===== src/rtl/ebalu_pkg.sv =====
// Package for the eight-bit ALU with flags: command codes, flag layout and
// the DAA correction constants. Depends on nothing; used by the ALU and its checker.
package ebalu_pkg;

    // Command codes carried on the command port. Codes 25 to 31 are unused
    // and pass operand_a and the old flags through unchanged.
    typedef enum logic [4:0] {
        CMD_ADD    = 5'd0,
        CMD_ADC    = 5'd1,
        CMD_SUB    = 5'd2,
        CMD_SBC    = 5'd3,
        CMD_CP     = 5'd4,
        CMD_INC    = 5'd5,
        CMD_DEC    = 5'd6,
        CMD_DAA    = 5'd7,
        CMD_RLCA   = 5'd8,
        CMD_RRCA   = 5'd9,
        CMD_RLA    = 5'd10,
        CMD_RRA    = 5'd11,
        CMD_RLC    = 5'd12,
        CMD_RRC    = 5'd13,
        CMD_RL     = 5'd14,
        CMD_RR     = 5'd15,
        CMD_SLA    = 5'd16,
        CMD_SRA    = 5'd17,
        CMD_SRL    = 5'd18,
        CMD_SWAP   = 5'd19,
        CMD_BIT    = 5'd20,
        CMD_SET    = 5'd21,
        CMD_RES    = 5'd22,
        CMD_ADD16  = 5'd23,
        CMD_ADD_SP = 5'd24
    } cmd_t;

    // Flags packed Z, N, H, C from bit 3 down to bit 0.
    typedef struct packed {
        logic z;
        logic n;
        logic h;
        logic c;
    } flags_t;

    localparam int unsigned DATA_W  = 16;
    localparam int unsigned BYTE_W  = 8;
    localparam int unsigned FLAGS_W = 4;

    // Decimal adjust corrections.
    localparam logic [7:0] DAA_SUB_LO   = 8'hFA;
    localparam logic [7:0] DAA_SUB_HI   = 8'hA0;
    localparam logic [8:0] DAA_ADD_LO   = 9'h006;
    localparam logic [7:0] DAA_ADD_HI   = 8'h60;
    localparam logic [3:0] DAA_NIB_MAX  = 4'h9;
    // Upper five bits of the partly corrected value compared against 0x90.
    localparam logic [4:0] DAA_HIGH_MAX = 5'h09;

endpackage


===== src/rtl/eight_bit_alu_with_flags.sv =====
// Top level of the eight-bit ALU with flags: input register, single-pass
// combinational ALU and result register. Depends on ebalu_pkg.
//
// Usage:
// The block is a stateless ALU of an eight-bit CPU. An input transaction on
// in_valid/in_stall carries a command, two 16-bit operands, a bit index and
// the old Z/N/H/C flags. For each one, exactly one output transaction on
// out_valid/out_stall carries the new register value and the new flags, in
// the same order as the inputs arrived.
// An accepted transaction is loaded into the input register and moves on into
// the result register, whose output is offered, as soon as that register is open.
// Throughput: one transaction per cycle while out_stall is low, because
// every command is a single short add, compare or shift between the registers.
// Back-pressure: when the receiver holds out_stall while a result is waiting,
// the result register holds its value and the item in the input register
// waits behind it; in_stall is raised only in that case, so at most two
// transactions are in flight. in_stall never depends on in_valid.
// Reset (rst_n low, asynchronous) empties both stages: out_valid drops and
// the transactions in flight are dropped; nothing is replayed after release,
// since the block keeps no state other than those transactions.
module eight_bit_alu_with_flags (
    input  logic                          clk,
    input  logic                          rst_n,
    input  logic                          in_valid,
    output logic                          in_stall,
    input  logic [4:0]                    command,
    input  logic [ebalu_pkg::DATA_W-1:0]  operand_a,
    input  logic [ebalu_pkg::DATA_W-1:0]  operand_b,
    input  logic [2:0]                    bit_index,
    input  logic [ebalu_pkg::FLAGS_W-1:0] flags_in,
    output logic                          out_valid,
    input  logic                          out_stall,
    output logic [ebalu_pkg::DATA_W-1:0]  result_value,
    output logic [ebalu_pkg::FLAGS_W-1:0] flags_out
);
    import ebalu_pkg::*;

    // Input register stage.
    logic               s1_valid_reg;
    logic               s1_valid_next;
    logic [4:0]         cmd_reg;
    logic [DATA_W-1:0]  a_reg;
    logic [DATA_W-1:0]  b_reg;
    logic [2:0]         bit_reg;
    logic [FLAGS_W-1:0] flags_reg;

    // Result register stage.
    logic               out_valid_reg;
    logic               out_valid_next;
    logic [DATA_W-1:0]  result_reg;
    logic [DATA_W-1:0]  result_next;
    logic [FLAGS_W-1:0] flags_out_reg;
    flags_t             flags_next;

    logic in_accept;
    logic s2_open;
    logic s1_move;

    // Arithmetic temporaries.
    cmd_t               cmd;
    flags_t             f;
    logic [7:0]         a8;
    logic [7:0]         b8;
    logic               ci;
    logic [8:0]         sum9;
    logic [4:0]         sum_nib;
    logic [8:0]         diff9;
    logic [4:0]         diff_nib;
    logic [7:0]         inc8;
    logic [7:0]         dec8;
    logic               daa_lo_adj;
    logic [8:0]         daa_t;
    logic               daa_hi_adj;
    logic [7:0]         daa_add;
    logic [7:0]         daa_sub;
    logic [7:0]         daa_res;
    logic [7:0]         rot8;
    logic               rot_c;
    logic [7:0]         bit_mask;
    logic [16:0]        sum17;
    logic [12:0]        sum13;
    logic [DATA_W-1:0]  sp_off;
    logic [DATA_W-1:0]  sp_sum;
    logic [4:0]         sp_nib;
    logic [8:0]         sp_byte;

    // Handshake: the result register can load when it is empty or being taken.
    assign s2_open   = !out_valid_reg || !out_stall;
    assign s1_move   = s1_valid_reg && s2_open;
    assign in_stall  = s1_valid_reg && !s2_open;
    assign in_accept = in_valid && !in_stall;

    always_comb
    begin
        s1_valid_next = s1_valid_reg;
        if (in_accept)
        begin
            s1_valid_next = 1'b1;
        end
        else if (s1_move)
        begin
            s1_valid_next = 1'b0;
        end
    end

    always_comb
    begin
        out_valid_next = out_valid_reg;
        if (s1_move)
        begin
            out_valid_next = 1'b1;
        end
        else if (!out_stall)
        begin
            out_valid_next = 1'b0;
        end
    end

    always_ff @(posedge clk or negedge rst_n)
    begin
        if (!rst_n)
        begin
            s1_valid_reg  <= 1'b0;
            out_valid_reg <= 1'b0;
        end
        else
        begin
            s1_valid_reg  <= s1_valid_next;
            out_valid_reg <= out_valid_next;
        end
    end

    always_ff @(posedge clk)
    begin
        if (in_accept)
        begin
            cmd_reg   <= command;
            a_reg     <= operand_a;
            b_reg     <= operand_b;
            bit_reg   <= bit_index;
            flags_reg <= flags_in;
        end
        if (s1_move)
        begin
            result_reg    <= result_next;
            flags_out_reg <= flags_next;
        end
    end

    // Shared datapath pieces, all computed from the input register.
    always_comb
    begin
        cmd      = cmd_t'(cmd_reg);
        f        = flags_t'(flags_reg);
        a8       = a_reg[7:0];
        b8       = b_reg[7:0];
        ci       = ((cmd == CMD_ADC) || (cmd == CMD_SBC)) ? f.c : 1'b0;

        sum9     = {1'b0, a8} + {1'b0, b8} + {8'd0, ci};
        sum_nib  = {1'b0, a8[3:0]} + {1'b0, b8[3:0]} + {4'd0, ci};
        diff9    = {1'b0, a8} - {1'b0, b8} - {8'd0, ci};
        diff_nib = {1'b0, a8[3:0]} - {1'b0, b8[3:0]} - {4'd0, ci};
        inc8     = a8 + 8'd1;
        dec8     = a8 - 8'd1;

        // Decimal adjust: the high check sees the value after the low fix.
        daa_lo_adj = f.h || (a8[3:0] > DAA_NIB_MAX);
        daa_t      = {1'b0, a8} + (daa_lo_adj ? DAA_ADD_LO : 9'd0);
        daa_hi_adj = f.c || (daa_t[8:4] > DAA_HIGH_MAX);
        daa_add    = daa_t[7:0] + (daa_hi_adj ? DAA_ADD_HI : 8'd0);
        daa_sub    = a8 + (f.h ? DAA_SUB_LO : 8'd0) + (f.c ? DAA_SUB_HI : 8'd0);
        daa_res    = f.n ? daa_sub : daa_add;

        bit_mask = 8'd1 << bit_reg;

        sum17   = {1'b0, a_reg} + {1'b0, b_reg};
        sum13   = {1'b0, a_reg[11:0]} + {1'b0, b_reg[11:0]};
        sp_off  = {{(DATA_W - BYTE_W){b8[7]}}, b8};
        sp_sum  = a_reg + sp_off;
        sp_nib  = {1'b0, a_reg[3:0]} + {1'b0, b8[3:0]};
        sp_byte = {1'b0, a_reg[7:0]} + {1'b0, b8};

        rot8  = a8;
        rot_c = 1'b0;
        case (cmd)
            CMD_RLCA, CMD_RLC:
            begin
                rot8  = {a8[6:0], a8[7]};
                rot_c = a8[7];
            end
            CMD_RRCA, CMD_RRC:
            begin
                rot8  = {a8[0], a8[7:1]};
                rot_c = a8[0];
            end
            CMD_RLA, CMD_RL:
            begin
                rot8  = {a8[6:0], f.c};
                rot_c = a8[7];
            end
            CMD_RRA, CMD_RR:
            begin
                rot8  = {f.c, a8[7:1]};
                rot_c = a8[0];
            end
            CMD_SLA:
            begin
                rot8  = {a8[6:0], 1'b0};
                rot_c = a8[7];
            end
            CMD_SRA:
            begin
                rot8  = {a8[7], a8[7:1]};
                rot_c = a8[0];
            end
            CMD_SRL:
            begin
                rot8  = {1'b0, a8[7:1]};
                rot_c = a8[0];
            end
            CMD_SWAP:
            begin
                rot8  = {a8[3:0], a8[7:4]};
                rot_c = 1'b0;
            end
            default:
            begin
                rot8  = a8;
                rot_c = 1'b0;
            end
        endcase
    end

    // Result selection.
    always_comb
    begin
        result_next = a_reg;
        flags_next  = f;
        case (cmd)
            CMD_ADD, CMD_ADC:
            begin
                result_next = {8'd0, sum9[7:0]};
                flags_next  = '{z: (sum9[7:0] == 8'd0), n: 1'b0,
                                h: sum_nib[4], c: sum9[8]};
            end
            CMD_SUB, CMD_SBC, CMD_CP:
            begin
                result_next = (cmd == CMD_CP) ? a_reg : {8'd0, diff9[7:0]};
                flags_next  = '{z: (diff9[7:0] == 8'd0), n: 1'b1,
                                h: diff_nib[4], c: diff9[8]};
            end
            CMD_INC:
            begin
                result_next = {8'd0, inc8};
                flags_next  = '{z: (inc8 == 8'd0), n: 1'b0,
                                h: (a8[3:0] == 4'hF), c: f.c};
            end
            CMD_DEC:
            begin
                result_next = {8'd0, dec8};
                flags_next  = '{z: (dec8 == 8'd0), n: 1'b1,
                                h: (a8[3:0] == 4'h0), c: f.c};
            end
            CMD_DAA:
            begin
                result_next = {8'd0, daa_res};
                flags_next  = '{z: (daa_res == 8'd0), n: f.n, h: 1'b0,
                                c: f.n ? f.c : daa_hi_adj};
            end
            CMD_RLCA, CMD_RRCA, CMD_RLA, CMD_RRA:
            begin
                result_next = {8'd0, rot8};
                flags_next  = '{z: 1'b0, n: 1'b0, h: 1'b0, c: rot_c};
            end
            CMD_RLC, CMD_RRC, CMD_RL, CMD_RR, CMD_SLA, CMD_SRA, CMD_SRL, CMD_SWAP:
            begin
                result_next = {8'd0, rot8};
                flags_next  = '{z: (rot8 == 8'd0), n: 1'b0, h: 1'b0, c: rot_c};
            end
            CMD_BIT:
            begin
                result_next = a_reg;
                flags_next  = '{z: ((a8 & bit_mask) == 8'd0), n: 1'b0,
                                h: 1'b1, c: f.c};
            end
            CMD_SET:
            begin
                result_next = {8'd0, a8 | bit_mask};
            end
            CMD_RES:
            begin
                result_next = {8'd0, a8 & ~bit_mask};
            end
            CMD_ADD16:
            begin
                result_next = sum17[15:0];
                flags_next  = '{z: f.z, n: 1'b0, h: sum13[12], c: sum17[16]};
            end
            CMD_ADD_SP:
            begin
                result_next = sp_sum;
                flags_next  = '{z: 1'b0, n: 1'b0, h: sp_nib[4], c: sp_byte[8]};
            end
            default:
            begin
                // Unused codes pass the operand and the old flags through.
                result_next = a_reg;
                flags_next  = f;
            end
        endcase
    end

    assign out_valid    = out_valid_reg;
    assign result_value = result_reg;
    assign flags_out    = flags_out_reg;

endmodule


===== config.mk =====
export PLATFORM = sky130hd
export DESIGN_NAME = eight_bit_alu_with_flags
export DESIGN_NICKNAME = d
export VERILOG_FILES = /design/src/rtl/ebalu_pkg.sv /design/src/rtl/eight_bit_alu_with_flags.sv
export SDC_FILE = /design/constraint.sdc
export NUM_CORES = 1
export LEC_CHECK = 0
export ABC_AREA = 1
export BUFFER_PORTS_ARGS = -buffer_cell sky130_fd_sc_hd__buf_2
export CAP_MARGIN = 20
export CORE_ASPECT_RATIO = 1.75
export CORE_MARGIN = 4
export CORE_UTILIZATION = 55
export DETAILED_ROUTE_END_ITERATION = 10
export PLACE_DENSITY = 0.78
export SETUP_SLACK_MARGIN = 0.15
export SYNTH_ARGS = -nofsm -noshare
export SYNTH_HDL_FRONTEND = slang
export SYNTH_SLANG_ARGS = --single-unit
export TNS_END_PERCENT = 20

===== constraint.sdc =====
create_clock -name clk -period 3.75 [get_ports clk]
set_input_delay 0.9375 -clock clk [delete_from_list [all_inputs] [get_ports clk]]
set_output_delay 0.9375 -clock clk [all_outputs]
set_load 0.02 [all_outputs]

==> results of run 1 <==
## cell families after synthesis
logic type / count (synthesis) / synth area share
AO/OA/AOI/OAI: 136 / 0.1211
XOR/XNOR: 27 / 0.03533
adder cells (fa/ha/maj): 61 / 0.1196
buffers and inverters: 137 / 0.08411
flip-flops: 66 / 0.2946
multiplexers: 1 / 0.001495
AND/OR/NAND/NOR: 479 / 0.3437
## through the flow
| stage | util | setup slack, ns | cells | power (mW) |
|---|---|---|---|---|
| 2_1_floorplan | - | 0.1675 | 907 | 1.673 |
| 3_3_place_gp | 0.6099 | 0.2512 | 1119 | 1.969 |
| 6_report | 0.6366 | 0.3416 | 1137 | 2.743 |
| 5_1_grt | 0.6366 | 0.1196 | 1137 | 2.883 |
| 4_1_cts | 0.6323 | 0.1601 | 1135 | 2.720 |
| 3_5_place_dp | 0.6099 | 0.1392 | 1119 | 1.980 |
## what timing repair did
| item | in CTS | in global routing |
|---|---|---|
| endpoints found under the setup margin | 1 | 2 |
| setup buffers | 2 | 2 |
| hold buffers | 0 | 0 |
| resized for setup | 3 | 12 |
| pin swaps | 3 | 7 |
## layout by cell type, fill, tap and decap left out, drive strengths merged, types with 4 or more instances in the layout
master	instances
inv	118
fa	5
buf	96
nor3	21
o21ai	42
ha	56
o2111ai	5
nand3	98
clkinv	5
nand4	26
nand3b	4
xnor2	11
nand2	241
o22ai	6
a21oi	57
nor2	81
edfxtp	64
xor2	16
o21bai	7
o211ai	7
or2	4
clkbuf	10
## area by class of cell
class	count	area [µm²]	area share
Multi-Input combinational cell	704	4202	0.5529
Clock inverter	4	21.27	0.002799
Timing Repair Buffer	96	548.0	0.07212
Clock buffer	10	229.0	0.03013
Tap cell	137	171.4	0.02256
Inverter	120	455.4	0.05994
Sequential cell	66	1972	0.2595
## layer usage
layer | up-vias | part of all wire | track usage
li1 | 3249 | - | -
met1 | 3096 | 0.33 | 0.2971
met2 | 305 | 0.54 | 0.5783
met3 | 112 | 0.057 | 0.03769
met4 | 0 | 0.079 | 0.2122
met5 | - | 0 | 0
## final timing paths
check / end / startpoint / slack [ns]
worst max-delay path: result_value[6] / a_reg[0] / 0.34
worst min-delay path: out_valid / rst_n / 0.38
worst max register to register: result_value[6] / a_reg[0] / 0.34
worst min register to register: out_valid / s1_valid_reg / 0.48
max in group asynchronous: s1_valid_reg / rst_n / 3.28
min in group clk: out_valid / s1_valid_reg / 0.48
## power by group through the flow
stage               clock network, mW  logic, mW  registers (mW)
floorplan                           0      0.673            1.00
global placement                    0       1.00           0.969
detailed placement                  0       1.01           0.970
CTS                             0.744       1.02           0.956
global route                    0.770       1.15           0.963
finish                          0.740       1.05           0.956
## critical path, delay by kind of cell, from the launching register on
| family | cells | cell delay (ns) |
|---|---|---|
| compound gates | 2 | 0.16 |
| fa+ha+maj | 5 | 1.23 |
| buf+inv | 4 | 0.24 |
| flops | 1 | 0.39 |
| simple gates | 13 | 1.12 |
==> run metrics, run 1 <==
Wirelength per Cell 19.07 µm; Area contributors post-synth edfxtp_1 29%, nand2_1 13%, ha_1 10%; Post-synth EDFFs 64; Startpoint Class flip-flop; R2R depth 24; area delta synth->final 13.51%; Initial Util 0.5608; Final Net Count approximately 1.1k; Comb pwr share 0.382; Int Pwr roughly 1.7 mW; critical path's slowest cell edfxtp_1; arrival time of the worst setup path 3.48 ns; leakage power about 3.6 nW; post-synthesis cell count between 900 and 1k; Port Buf Inserts a little under 70; CTS tree yes; Async S/R FF share, synth 0.03030; global placement routability congestion around 0.99; drt total wl 21,680 µm; worst slew pin tran slightly below 1 ns; crit-path cells inv_2, ha_2, nand2_2, o211ai_1, nand2_1, ha_2, inv_1, fa_2, inv_2, nand3_1, nand2_1, nand2_2, inv_1, nand3_1, nand2_1, nand2_2, ha_1, ha_1, nand2_2, o21ai_2, nand2_1, nand4_1, nor3_1, nand4_1; number of synthesized register bits 66; syn_nets a little over 1k; Max stage delay on crit path 0.39 ns; maximum VDD drop 0.0003191 V; Final Hold Fails 0; Yosys Warn Count 0; DP HPWL ~17,000 µm; share of cells above drive strength 1 0.1910; period utilization 0.9089; Cell Area, Synth roughly 6700 µm²; count leader, synth nand2_1; die width between 90 and 100 µm; Crit path required time 3.82 ns; Unique masters post-synth 57; Max Freq approximately 0.29 GHz; clock skew ~0.013 ns; fin. max-slew vios 0; CTS root buffer clkbuf_16; Synth Area per Inst ~7.4 µm²; Commonest cells post-synth 226 x nand2_1, 100 x inv_1, 94 x nand3_1; total number of vias between 6k and 7k; final hold slack around 0.38 ns; antenna cells 0; initial antenna violation count 0; switch share 0.3834; Tot GR Track Use 0.3049; # rows 53; die height roughly 150 µm; worst-path fanout max 4; design area around 7600 µm²; Setup Viol. Count Final 0; FILL cells between 1k and 1.5k; Synth Flop Type edfxtp_1; CTS Sinks 66; Worst slew margin 0.3474; Synth area leader edfxtp_1; share of Yosys cell area claimed by the top area cell type 0.2871; core area between 10,000 and 15,000 µm²; Power Density approximately 360 nW/µm²; CTS Buffer Depth 2; full die area 14,070 µm²; vias in the first global route about 6.7k; Residual DRC 0; worst skew pair latency about 0.34 ns; Hold Crit Class input pin to asynchronous set/reset pin; status complete, no violations; Crit Path Category flip-flop to flip-flop; DP Area 7279 µm²; Vias per Instance 5.947; largest net degree at the start of global routing 45; Num CTS Buffers 9; CTS H-Tree Depth 3; Final ANT Viol Nets 0; first-pass iteration count of the detailed router 5; DRT iter0 DRCs between 500 and 600; P_sw between 1 and 1.5 mW; clk slew on worst S/H paths around 0.050 ns; first-pass GRT wire length ~33,000 µm; register area share after synthesis 0.2946; setup TNS 0 ns; Max Cap Viol 0; crit path capture type flip-flop; unrepaired setup endpoints after global routing false; Tmin final around 3.4 ns; IO Count 70; clock group share of total power 0.270; Congestion Overflow GR 0; Seq pwr share 0.348
Note: power is estimated with default switching activity, not from simulation.
==> run 2: changes to the inputs <==
--- a/config.mk
+++ b/config.mk
@@ -9,7 +9,7 @@
 export BUFFER_PORTS_ARGS = -buffer_cell sky130_fd_sc_hd__buf_2
 export CAP_MARGIN = 20
 export CORE_ASPECT_RATIO = 1.75
-export CORE_MARGIN = 4
+export CORE_MARGIN = 5
 export CORE_UTILIZATION = 55
 export DETAILED_ROUTE_END_ITERATION = 10
 export PLACE_DENSITY = 0.78
==> run metrics, run 2 (synthesized netlist as in run 1, its figures left out) <==
Port Buf Inserts 69 (unchanged); DRT iter0 DRCs 468 (-15%); CTS H-Tree Depth 3 (unchanged); final core utilization 0.6421 (+0.005552); Int Pwr 1.806 mW (+6.8%); Total Power 2.868 mW (+4.5%); first-pass GRT wire length 33,420 µm (+0.35%); fin. max-slew vios 0 (unchanged); R2R depth 24 (unchanged); Seq pwr share 0.334 (-0.014); flop2flop setup slack 0.28 ns (-0.07 ns); Wirelength per Cell 18.58 µm (-2.5%); # rows 53 (unchanged); FILL cells 1,084 (-3.8%); Crit path required time 3.83 ns (about the same); share of cells above drive strength 1 0.1936 (+0.002613); CTS Buffer Depth 2 (unchanged); final hold slack 0.3718 ns (-0.004116 ns); vias in the first global route 6,610 (-0.63%); P_sw 1.062 mW (+0.96%); Final Hold Fails 0 (unchanged); Vias per Instance 5.860 (-1.5%); Setup Viol. Count Final 0 (unchanged); Tot GR Track Use 0.3004 (-0.004533); status complete, no violations; first-pass iteration count of the detailed router 5 (unchanged); DP HPWL 16,990 µm (-1.5%); switch share 0.3703 (-0.01313); Startpoint Class flip-flop; Comb pwr share 0.366 (-0.016); Max Cap Viol 0 (unchanged); DP Area 7307 µm² (+0.38%); most frequent cells in the layout 222 x nand2_1, 96 x inv_1, 93 x nand3_1; initial antenna violation count 0 (unchanged); Crit Path Category flip-flop to flip-flop; most common cell after layout, fill and taps aside nand2_1; global placement routability congestion 1.013 (+2.6%); Hold Crit Class input pin to asynchronous set/reset pin; largest net degree at the start of global routing 45 (unchanged); clk slew on worst S/H paths 0.06 ns (about the same); worst slew pin tran 0.6451 ns (-0.3324 ns); clock skew 0.008976 ns (-0.003981 ns); core area 12,000 µm² (+0.56%); setup TNS 0 ns (unchanged); full die area 14,560 µm² (+3.5%); crit path capture type flip-flop; die width 93.40 µm (+2.2%); reg-to-reg endpoint result_value[6]; arrival time of the worst setup path 3.56 ns (+0.08 ns); antenna cells 0 (unchanged); design area 7707 µm² (+1.4%); total number of vias 6,839 (+1.1%); Tmin final 3.474 ns (+0.06602 ns); Max Freq 0.2878 GHz (-1.9%); maximum VDD drop 0.0002798 V (-12%); Final ANT Viol Nets 0 (unchanged); Final Net Count 1,106 (unchanged); leakage power 3.599 nW (+0.61%); Num CTS Buffers 9 (unchanged); Worst slew margin 0.5699 (+0.2226); area delta synth->final 15.14%; drt total wl 21,690 µm (about the same); IO Count 70 (unchanged); Initial Util 0.5577 (-0.003098); Congestion Overflow GR 0 (unchanged); Residual DRC 0 (unchanged); clock group share of total power 0.300 (+0.030); CTS Sinks 66 (unchanged); die height 155.9 µm (+1.3%); hold_buf cts 0 (unchanged); Reg2Reg Launch Point a_reg[0]; worst-path fanout max 4 (unchanged); period utilization 0.9265 (+0.01761); worst skew pair latency 0.34 ns (about the same); Power Density 372.1 nW/µm² (+3.1%); unrepaired setup endpoints after global routing false; CTS tree yes; CTS root buffer clkbuf_16
run 2: cell types whose count changed in the layout (fill, tap and decap cells not counted), sizes merged:
cell / previous run / this run
bufinv: 0 / 1
clkbuf: 10 / 12
clkinv: 5 / 4
clkinvlp: 1 / 2
inv: 118 / 117
run 2: repair_timing:
item	in CTS	in global routing
endpoints found under the setup margin	0	4
resized for setup	0	18
buffers inserted	0	5
run 2: cell type report:
class / instances / area [µm²] / area share
clock buffers: 12 / 256.5 / 0.03328
clock inverters: 4 / 50.05 / 0.006494
inverters: 120 / 455.4 / 0.05909
multi-input cells: 704 / 4219 / 0.5474
flip-flops and latches: 66 / 1972 / 0.2558
well taps: 165 / 206.4 / 0.02679
repair buffers: 96 / 548.0 / 0.07110
run 2: worst max-delay path, stage by stage, from the launching register on:
cell      delay, ns
edfxtp_1       0.43
ha_2           0.20
inv_2          0.06
o211ai_1       0.07
nand2_1        0.13
ha_2           0.20
inv_1          0.06
fa_2           0.36
inv_2          0.08
nand3_1        0.06
nand2_1        0.08
nand2_2        0.07
inv_1          0.06
nand3_2        0.06
nand2_2        0.08
nand2_4        0.06
xnor2_1        0.16
inv_1          0.06
ha_1           0.28
nand2_1        0.08
o21ai_2        0.07
nand2_1        0.07
nand4_1        0.12
nor3_2         0.20
nand4_1        0.10
run 2: stage by stage:
step                      std cells  worst slack, ns
after CTS                      1162           0.1949
after detailed placement       1146           0.2075
final                          1167           0.2755
after global placement         1146           0.3703
after global routing           1167          0.09150
after floorplan                 907           0.1675
run 2: worst max path at each step:
stage,endpoint,from,depth (start not counted),slack [ns]
floorplan,result_value[6],a_reg[1],26,0.17
global placement,result_value[6],a_reg[0],25,0.37
detailed placement,result_value[6],a_reg[0],25,0.21
CTS,result_value[6],a_reg[0],25,0.19
global route,result_value[6],a_reg[1],25,0.09
finish,result_value[6],a_reg[0],24,0.28
run 2: power groups by stage:
stage                     Combinational (mW)  Sequential (mW)  Clock (mW)
after detailed placement                1.00            0.970           0
after global routing                    1.15            0.962       0.905
final                                   1.05            0.957       0.860
after CTS                               1.01            0.956       0.867
after floorplan                        0.673             1.00           0
after global placement                 0.994            0.969           0
run 2: per-layer routing:
layer,routed length [µm],track usage,vias to the layer above
met4,2175,0.2642,0
met3,1263,0.03620,138
li1,-,-,3264
met2,11090,0.5345,341
met1,7155,0.3003,3096
met5,0,0,-
